File: config.mk
export PLATFORM = sky130hd
export DESIGN_NAME = stripe_row_pattern_detector
export DESIGN_NICKNAME = d
export VERILOG_FILES = /design/src/hw/rtl/srpd_pkg.sv /design/src/hw/rtl/srpd_step.sv /design/src/hw/rtl/stripe_row_pattern_detector.sv
export SDC_FILE = /design/constraint.sdc
export NUM_CORES = 1
export LEC_CHECK = 0
export BUFFER_PORTS_ARGS = -buffer_cell sky130_fd_sc_hd__buf_2
export CORE_AREA = 2 2 130 132
export DETAILED_ROUTE_END_ITERATION = 6
export DIE_AREA = 0 0 132 134
export HOLD_SLACK_MARGIN = 0.05
export MAX_ROUTING_LAYER = met4
export PLACE_DENSITY = 0.71
export SLEW_MARGIN = 10
export SYNTH_ARGS = -nofsm -noshare
export SYNTH_HDL_FRONTEND = slang
export SYNTH_SLANG_ARGS = --single-unit
File: constraint.sdc
create_clock -name clk -period 13.7 [get_ports clk]
set_clock_uncertainty 0.15 [all_clocks]
set_input_delay 2.055 -clock clk [delete_from_list [all_inputs] [get_ports clk]]
set_output_delay 2.055 -clock clk [all_outputs]
set_load 0.05 [all_outputs]
File: src/hw/rtl/srpd_pkg.sv
// Shared types and constants for the stripe row pattern detector.
// No dependencies; every other file imports this package.
package srpd_pkg;

  // Scan window over the columns of a row (stripe test column range).
  localparam logic [7:0] SCAN_FIRST_COL = 8'd30;
  localparam logic [7:0] SCAN_END_COL   = 8'd130;
  localparam logic [7:0] ROW_START_COL  = SCAN_FIRST_COL - 8'd2;
  localparam logic [7:0] SCAN_LO_COL    = SCAN_FIRST_COL + 8'd1;

  localparam logic [6:0]  CNT_MAX = 7'd127;
  localparam logic [15:0] RUN_MAX = 16'hFFFF;

  // Configuration port.
  localparam int CFG_IDX_W  = 3;
  localparam int CFG_DATA_W = 7;

  localparam logic [CFG_IDX_W-1:0] CFG_DIRECTION_RIGHT = 3'd0;
  localparam logic [CFG_IDX_W-1:0] CFG_MIN_BLOCKS      = 3'd1;
  localparam logic [CFG_IDX_W-1:0] CFG_MAX_BLOCKS      = 3'd2;
  localparam logic [CFG_IDX_W-1:0] CFG_MAX_GAP         = 3'd3;
  localparam logic [CFG_IDX_W-1:0] CFG_ROW_SPAN        = 3'd4;
  localparam logic [CFG_IDX_W-1:0] CFG_MIN_ROWS        = 3'd5;
  localparam logic [CFG_IDX_W-1:0] CFG_BOTTOM_ROW      = 3'd6;
  localparam logic [CFG_IDX_W-1:0] CFG_TOP_ROW         = 3'd7;

  localparam logic       RST_DIRECTION_RIGHT = 1'b0;
  localparam logic [5:0] RST_MIN_BLOCKS      = 6'd4;
  localparam logic [5:0] RST_MAX_BLOCKS      = 6'd18;
  localparam logic [4:0] RST_MAX_GAP         = 5'd10;
  localparam logic [6:0] RST_ROW_SPAN        = 7'd20;
  localparam logic [6:0] RST_MIN_ROWS        = 7'd3;
  localparam logic [6:0] RST_BOTTOM_ROW      = 7'd110;
  localparam logic [6:0] RST_TOP_ROW         = 7'd45;

  typedef struct packed {
    logic       pixel_white;
    logic [7:0] column;
    logic [6:0] row;
    logic       frame_end;
    logic       left_inflection;
    logic       right_inflection;
  } srpd_in_t;

  typedef struct packed {
    logic        detected;
    logic [15:0] frames_in_row;
    logic [6:0]  rows_found;
    logic [6:0]  first_row;
  } srpd_out_t;

  typedef struct packed {
    logic       direction_right;
    logic [5:0] min_blocks;
    logic [5:0] max_blocks;
    logic [4:0] max_gap;
    logic [6:0] row_span;
    logic [6:0] min_rows;
    logic [6:0] bottom_row;
    logic [6:0] top_row;
  } srpd_cfg_t;

  typedef struct packed {
    logic [2:0]  pixel_history;
    logic [7:0]  fall_column;
    logic [7:0]  rise_column;
    logic [6:0]  stripe_count;
    logic [6:0]  row_count;
    logic [6:0]  start_row;
    logic        row_finished;
    logic [15:0] frame_run;
  } srpd_state_t;

endpackage

File: src/hw/rtl/srpd_step.sv
// One-pixel update of the detector state and the frame-end result.
// Pure combinational; depends on srpd_pkg.
module srpd_step import srpd_pkg::*; (
  input  srpd_state_t st,
  input  srpd_cfg_t   cfg,
  input  srpd_in_t    item,
  output srpd_state_t st_nxt,
  output srpd_out_t   res
);

  always_comb begin
    logic        in_rows;
    logic        scan;
    logic [7:0]  j;
    logic        pm2, pm1, p0;
    logic [7:0]  fall, rise;
    logic [8:0]  diff;
    logic        stripe;
    logic [6:0]  cnt;
    logic        finished;
    logic [6:0]  start;
    logic [7:0]  row_gap;
    logic [6:0]  rows;
    logic        qualify;
    logic        hit;
    logic [15:0] run;

    in_rows  = (item.row >= cfg.top_row) && (item.row <= cfg.bottom_row);
    cnt      = st.stripe_count;
    finished = st.row_finished;
    // New row inside the scan band: restart the stripe count.
    if (in_rows && item.column == ROW_START_COL) begin
      cnt      = '0;
      finished = 1'b0;
    end
    scan = in_rows && !finished &&
           item.column >= SCAN_LO_COL && item.column <= SCAN_END_COL;

    j   = item.column - 8'd1;
    pm2 = st.pixel_history[2];
    pm1 = st.pixel_history[1];
    p0  = st.pixel_history[0];

    fall    = st.fall_column;
    rise    = st.rise_column;
    start   = st.start_row;
    rows    = st.row_count;
    diff    = '0;
    row_gap = '0;
    stripe  = 1'b0;
    qualify = 1'b0;

    if (scan) begin
      if (pm1 && pm2 && !p0) fall = j;
      if (!pm1 && p0 && item.pixel_white && fall != 8'd0) rise = j;
      diff   = {1'b0, rise} - {1'b0, fall};
      stripe = (fall != 8'd0) && (rise != 8'd0) && !diff[8] && (diff != 9'd0) &&
               (diff[7:0] <= {3'd0, cfg.max_gap});
      if (stripe) begin
        fall = '0;
        rise = '0;
        if (cnt != CNT_MAX) cnt = cnt + 7'd1;
      end
      qualify = (cnt >= {1'b0, cfg.min_blocks}) && (cnt <= {1'b0, cfg.max_blocks});
      if (qualify) begin
        if (start == 7'd0) start = item.row;
        row_gap = {1'b0, start} - {1'b0, item.row};
        if (row_gap[7]) row_gap = 8'd0 - row_gap;
        // Rows too far from the first qualifying row keep scanning.
        if (row_gap <= {1'b0, cfg.row_span}) begin
          if (rows != CNT_MAX) rows = rows + 7'd1;
          cnt      = '0;
          finished = 1'b1;
        end
      end
    end

    hit = (rows >= cfg.min_rows) &&
          ((item.left_inflection && !cfg.direction_right) ||
           (item.right_inflection && cfg.direction_right));
    run = st.frame_run;
    if (item.frame_end) begin
      if (!hit) run = '0;
      else if (run != RUN_MAX) run = run + 16'd1;
    end

    res.detected      = hit;
    res.frames_in_row = run;
    res.rows_found    = rows;
    res.first_row     = start;

    if (item.frame_end) begin
      st_nxt           = '0;
      st_nxt.frame_run = run;
    end else begin
      st_nxt.pixel_history = {st.pixel_history[1:0], item.pixel_white};
      st_nxt.fall_column   = fall;
      st_nxt.rise_column   = rise;
      st_nxt.stripe_count  = cnt;
      st_nxt.row_count     = rows;
      st_nxt.start_row     = start;
      st_nxt.row_finished  = finished;
      st_nxt.frame_run     = run;
    end
  end

endmodule

File: src/hw/rtl/stripe_row_pattern_detector.sv
// Top level of the stripe row pattern detector: handshakes, config registers,
// state and result registers. Depends on srpd_pkg and srpd_step.
//
//  port group | direction | beat contents                    | when
//  -----------+-----------+----------------------------------+-------------------------
//  in_*       | in        | srpd_in_t, one pixel per beat     | in_valid & in_ready
//  out_*      | out       | srpd_out_t, one per frame         | out_valid & out_ready
//  cfg_*      | in        | register index + data, no wait    | cfg_we
//
// Throughput: one pixel per clock except while a frame-end beat stalls; a beat
// is held in the input register, and its state update and frame result are
// registered when it fires. The state recurrence (srpd_step) loops only via st_r.
// Reset (rst_n low, synchronous) clears state, valids and loads config defaults.
// Stalls: a frame-end beat waits in the input register only while the result
// register holds an untaken result; other pixels advance regardless of out_ready.
module stripe_row_pattern_detector import srpd_pkg::*; (
  input  logic                  clk,
  input  logic                  rst_n,
  input  logic                  in_valid,
  output logic                  in_ready,
  input  srpd_in_t              in_data,
  output logic                  out_valid,
  input  logic                  out_ready,
  output srpd_out_t             out_data,
  input  logic                  cfg_we,
  input  logic [CFG_IDX_W-1:0]  cfg_idx,
  input  logic [CFG_DATA_W-1:0] cfg_wdata
);

  srpd_in_t    in_r;
  logic        in_vld_r;
  srpd_out_t   out_r;
  logic        out_vld_r;
  srpd_cfg_t   cfg_r;
  srpd_state_t st_r;
  srpd_state_t st_nxt;
  srpd_out_t   res;
  logic        out_free;
  logic        fire;

  // Result slot is free if empty or being drained this cycle.
  assign out_free = !out_vld_r || out_ready;
  // Process the held beat; a frame end needs a free result slot.
  assign fire     = in_vld_r && (!in_r.frame_end || out_free);
  assign in_ready = !in_vld_r || fire;

  srpd_step u_step (
    .st     (st_r),
    .cfg    (cfg_r),
    .item   (in_r),
    .st_nxt (st_nxt),
    .res    (res)
  );

  // Input register.
  always_ff @(posedge clk) begin
    if (!rst_n) begin
      in_vld_r <= 1'b0;
    end else if (in_ready) begin
      in_vld_r <= in_valid;
    end
  end

  always_ff @(posedge clk) begin
    if (in_ready && in_valid) begin
      in_r <= in_data;
    end
  end

  // Detector state: advance on every processed beat.
  always_ff @(posedge clk) begin
    if (!rst_n) begin
      st_r <= '0;
    end else if (fire) begin
      st_r <= st_nxt;
    end
  end

  // Result register: load on a processed frame end, drop once taken.
  always_ff @(posedge clk) begin
    if (!rst_n) begin
      out_vld_r <= 1'b0;
    end else if (fire && in_r.frame_end) begin
      out_vld_r <= 1'b1;
    end else if (out_ready) begin
      out_vld_r <= 1'b0;
    end
  end

  always_ff @(posedge clk) begin
    if (fire && in_r.frame_end) begin
      out_r <= res;
    end
  end

  // Configuration registers; each write keeps only the register's own width.
  always_ff @(posedge clk) begin
    if (!rst_n) begin
      cfg_r.direction_right <= RST_DIRECTION_RIGHT;
      cfg_r.min_blocks      <= RST_MIN_BLOCKS;
      cfg_r.max_blocks      <= RST_MAX_BLOCKS;
      cfg_r.max_gap         <= RST_MAX_GAP;
      cfg_r.row_span        <= RST_ROW_SPAN;
      cfg_r.min_rows        <= RST_MIN_ROWS;
      cfg_r.bottom_row      <= RST_BOTTOM_ROW;
      cfg_r.top_row         <= RST_TOP_ROW;
    end else if (cfg_we) begin
      unique case (cfg_idx)
        CFG_DIRECTION_RIGHT: cfg_r.direction_right <= cfg_wdata[0];
        CFG_MIN_BLOCKS:      cfg_r.min_blocks      <= cfg_wdata[5:0];
        CFG_MAX_BLOCKS:      cfg_r.max_blocks      <= cfg_wdata[5:0];
        CFG_MAX_GAP:         cfg_r.max_gap         <= cfg_wdata[4:0];
        CFG_ROW_SPAN:        cfg_r.row_span        <= cfg_wdata;
        CFG_MIN_ROWS:        cfg_r.min_rows        <= cfg_wdata;
        CFG_BOTTOM_ROW:      cfg_r.bottom_row      <= cfg_wdata;
        CFG_TOP_ROW:         cfg_r.top_row         <= cfg_wdata;
        default: ;
      endcase
    end
  end

  assign out_valid = out_vld_r;
  assign out_data  = out_r;

endmodule

# After elaboration in Yosys (flattened, before gate mapping)
# Index checks and enable logic that the tools add are counted.
dict set report word_totals {
  reg_bits 155
  latch_bits 0
  ramBits 0
  romBits 0
  output_inout_bits 33
  wordCells 141
  memories 0
}
dict set report op_classes {
  addsub 7
  multipliers 0
  div_mod_pow 0
  magnitude_cmp 9
  n_eq_ne 11
  shift 0
  mux 37
  bitwise 0
  reduce_logical 49
}
# cell n
set op_table {}
lappend op_table {{$mux 7} 16}
lappend op_table {{$mux 8} 11}
lappend op_table {{$mux 57} 1}
lappend op_table {{$mux 16} 3}
lappend op_table {{$logic_and 1x1->1} 21}
lappend op_table {{$reduce_and 2->1} 9}
lappend op_table {{$add 16x1->16 const B} 1}
lappend op_table {{$ne 16x16->1 const B} 1}
lappend op_table {{$reduce_bool 8->1} 2}
lappend op_table {{$add 7x1->7 const B} 2}
lappend op_table {{$ge 7x7->1} 2}
lappend op_table {{$ne 7x7->1 const B} 2}
lappend op_table {{$eq 3x3->1 const B} 4}
lappend op_table {{$reduce_bool 9->1} 1}
lappend op_table {{$sub 8x8->9} 1}
lappend op_table {{$eq 8x5->1 const B} 1}
lappend op_table {{$ge 8x5->1 const B} 1}
lappend op_table {{$le 8x5->1} 1}
lappend op_table {{$le 8x7->1} 1}
lappend op_table {{$le 8x8->1 const B} 1}
lappend op_table {{$logic_not 1->1} 8}
lappend op_table {{$sub 1x8->8 const A} 1}
lappend op_table {{$sub 7x7->8} 1}
lappend op_table {{$sub 8x1->8 const B} 1}
lappend op_table {{10 further kinds} 20}

# Logic depth before layout (Yosys ltp)
dict set report logic_depth {
  ltp_word 38
  depth_mapped 48
  depth_no_buf 44
}

# Hierarchy
# Synthesis repeated with hierarchy kept, for this count alone.
dict set report hier_totals {
  hier_cells 1128
  area_unflattened_um2 10033.4
}
# module n_inst cells_per_inst area_each_um2 seq_area_each_um2
set modules_own_cells {}
lappend modules_own_cells {stripe_row_pattern_detector 1 477 5670.4 3603.5}
lappend modules_own_cells {srpd_step 1 651 4362.9 0.0}

# Least setup slack after synthesis
# OpenSTA, ideal clock, no wires.
dict set report synth_path {
  path_kind {register to register}
  from {reg in_r[12] in the netlist's numbering}
  to {reg out_r, in the netlist out_data[14], data pin}
  arrival_ps 8904
  setup_slack_ps 4380
  stages_incl_launch_ff 42
  synth_period_minus_slack_ps 9320
  cell_sequence {edfxtp_1 > or4_1 > o41ai_1 > a31oi_1 > a211o_1 > nand2_1 > clkbuf_1 > o21ai_0 > ha_1 > nand2_1 > a31oi_1 > o221ai_1 > and2_1 > ha_1 > o21ai_0 > a21oi_1 > o31ai_1 > o2111ai_2 > [6 not listed] > ha_1 > nand3_1 > or2_2 > a221o_1 > a211oi_1 > and2_1 > buf_2 > mux2_2 > ha_1 > a21o_1 > a21o_1 > a21o_1 > a21oi_1 > o21ai_0 > a21oi_1 > clkbuf_1 > clkbuf_1 > nor2_1}
}
# item line_no
set synth_lines {}
lappend synth_lines {{start, declared} stripe_row_pattern_detector.sv:30} ;# srpd_in_t in_r;
lappend synth_lines {{start signal, assigned} stripe_row_pattern_detector.sv:66} ;# in_r <= in_data;
lappend synth_lines {{end signal, assigned} stripe_row_pattern_detector.sv:92} ;# out_r <= res;
lappend synth_lines {{end, declared} stripe_row_pattern_detector.sv:32} ;# srpd_out_t out_r;

==> impl_metrics.tcl <==
set metrics [dict create \
    via_per_inst 5.771 \
    hpwl_mm 15.31 \
    rr_startpoint "in_r[12]" \
    cts.sinks 155 \
    wire_per_inst_um 16.12 \
    synth_cells 1032 \
    seq_area_frac_synth 0.4023 \
    die_x_um 132 \
    start_util 0.5498 \
    yosysTopAreaCell "dfxtp_1" \
    synthMuxAreaShare 0.02319 \
    status "complete, no violations" \
    finalSetupViolCount 0 \
    cts.clk_slew.worst_paths_ns 0.06 \
    grt.met3_usage 0.03628 \
    synth_top_family_by_area "simple AND/OR/NAND/NOR gates" \
    reg2reg_slack_ns 3.30 \
    cts_setup_buffers 0 \
    hold_viol_final 0 \
    antenna_found_initial 0 \
    max_freq_ghz 0.09619 \
    drtPass1Iterations 5 \
    ir_worst_vdd_mv 0.09518 \
    cts_buffers 17 \
    grt_overflow_total 0 \
    ant_nets 0 \
    grt_usage 0.2535 \
    post-route-drc-count 0 \
    gr-usage-met2 0.3883 \
    cts_max_path_buffers 2 \
    area_growth_pct 11.96 \
    cts_root_buffer "clkbuf_16" \
    dieArea_um2 17690 \
    cpLargestDelayFamily "compound AO/OA/AOI/OAI gates" \
    worstPathMaxFanout 15 \
    cp_slowest_cell "or4_1" \
    synth_area_per_cell_um2 8.678 \
    synth_enable_flop_cells 50 \
    drive_gt1_frac 0.1068 \
    hold_class "register to register" \
    min_from "cfg_r[19]" \
    htree_num_levels 4 \
    synth_fp_nets 1134 \
    synth-compound-area-share 0.1737 \
    r2r-end "st_r[6]" \
    totalWireLength_mm 21.21 \
    use_met1 0.3402 \
    startpoint_type "register" \
    rsz0062_at_grt "false" \
    power.density_nw_per_um2 106.5 \
    holdPathStages 2 \
    final_cells 1316 \
    diodes 0 \
    synth_ff_type "dfxtp_1" \
    place_congestion 0.9441 \
    final_nets 1185 \
    critPathMaxStageDelay_ns 0.59 \
    cellLeakagePower_uw 0.004180 \
    die_h_um 134 \
    final.period_utilization 0.7588 \
    grt_first_pass_wirelength_mm 35.06 \
    crit_path_end_kind "register" \
    period_minus_slack_ns 10.40 \
    clkLatencyLatePin_ns 0.42 \
    worst_r2r_path_depth 38 \
    core_um2 16290 \
    cts_tree "done" \
    final-max-slew-violation-count 0 \
    port_buffers 66 \
    required_ns 13.82 \
    cts_resized 0 \
    worstPathArrival_ns 10.52 \
    worstMarginPinSlew_ns 1.130 \
    setup_tns_ns 0 \
    io_pins 67 \
    ys_ff_latch 155 \
    grt_pass1_vias 6907 \
    first_iter_violations 618 \
    dp.cells 1284 \
    synthDistinctLibCells 75 \
    synthArstFlopShare 0 \
    critical_path_class "register to register" \
    worstPathBufferInverterCount 1 \
    yosys.area.top_type_share 0.2347 \
    max_cap_violations 0 \
    cts_hold_buf 0 \
    rows 47 \
    max-slew-margin-rel 0.2413 \
    whs_endpoint "cfg_r[19]" \
    synth_adder_area_share 0.09668 \
    synth-simple-area-share 0.2196 \
    syn_area_um2 8956 \
    grt-busiest-layer "met2" \
    synthTopCellsByArea "dfxtp_1 (23%), edfxtp_1 (17%), ha_1 (9.2%), nand2_1 (6.0%), nor2_1 (4.0%)" \
    synth-xor-area-share 0.03325 \
    grt_max_degree 43 \
    num_vias 7595 \
    ys_warn_count 0 \
]
kinds of logic after synthesis:
logic type	Yosys count
simple gates	408
flops	155
compound gates	231
fa+ha+maj	68
xor+xnor	34
buf+inv	116
mux	20
power breakdown:
part | switching, uW | internal (uW)
Clock | 196 | 273
Sequential | 8.53 | 482
Combinational | 68.7 | 39.5
Total | 273 | 795
state kept, by name (all words and copies together) (netlist names):
signal     cells
cfg_r         46
in_r          19
in_vld_r       1
out_data      31
out_valid      1
st_r          57
metrics by stage:
stage / worst slack, ns / cell area, um^2 / util / total power, uW / hold slack [ns]
2_1_floorplan: 4.380 / 8956 / - / 575.9 / 0.2863
3_3_place_gp: 3.807 / 9439 / 0.5795 / 606.2 / 0.2932
3_5_place_dp: 3.486 / 9439 / 0.5795 / 608.1 / 0.2983
4_1_cts: 3.435 / 10030 / 0.6156 / 1075 / 0.3069
5_1_grt: 2.520 / 10030 / 0.6156 / 1110 / 0.3311
6_report: 3.304 / 10030 / 0.6156 / 1068 / 0.3051
cells in the mapped netlist, types with 9 or more instances:
library cell,number
nand3b_1,9
a21o_1,15
and2_1,11
ha_1,66
nand2_1,144
o21ai_0,33
a31oi_1,18
a21oi_1,60
o31ai_1,15
nor2_1,95
a22oi_1,11
nor2b_1,9
and3_1,17
nand3_1,42
nor3_1,11
xnor2_1,26
dfxtp_1,105
o211ai_1,17
edfxtp_1,50
nand4_1,16
nand2b_1,16
mux2i_1,17
clkbuf_1,31
inv_1,75
cell usage in the layout, fill, tap and decap left out, drive strengths merged, types with 11 or more instances in the layout:
cell / synthesis / final
xnor2: 26 / 26
mux2i: 17 / 17
nand2b: 16 / 16
inv: 75 / 79
nor3: 11 / 11
and2: 12 / 12
o211ai: 17 / 17
nand4: 16 / 16
nand2: 144 / 144
buf: 9 / 72
a31oi: 18 / 18
and3: 17 / 17
a21oi: 60 / 60
clkbuf: 31 / 21
dfxtp: 105 / 105
nor2: 95 / 95
a22oi: 11 / 11
o31ai: 15 / 15
edfxtp: 50 / 50
a21o: 15 / 15
o21ai: 35 / 35
ha: 66 / 66
nand3: 42 / 42
worst reg2reg max path, delay by kind of cell (launching register included):
family                   cells  cell delay, ns
AO/OA/AOI/OAI               21            4.55
adder cells (fa/ha/maj)      4            1.10
buffers and inverters        1            0.27
flip-flops                   1            0.49
multiplexers                 1            0.40
AND/OR/NAND/NOR             11            3.28
how the worst max path moves through the flow:
stage	start	to	slack, ns	cells past startpoint
after floorplan	in_r[12]	out_data[14]	4.38	41
after global placement	in_r[12]	st_r[7]	3.81	38
after detailed placement	in_r[12]	out_data[15]	3.49	38
after CTS	in_r[12]	st_r[6]	3.43	38
after global routing	in_r[12]	out_data[29]	2.52	38
final	in_r[12]	st_r[6]	3.30	38
layer usage:
layer	vias to the layer above	wire length (um)
met2	208	9738
met3	41	923
met5	-	0
met1	3532	10020
li1	3814	-
met4	0	533
final cells by class:
type,count,area [um^2]
clock buffers,21,481.7
clock inverters,11,106.4
fillers,1436,6262
inverters,76,285.3
multi-input cells,761,4900
flip-flops and latches,155,3603
well taps,220,275.3
repair buffers,72,375.4
Power figures use the tool's default switching activity.
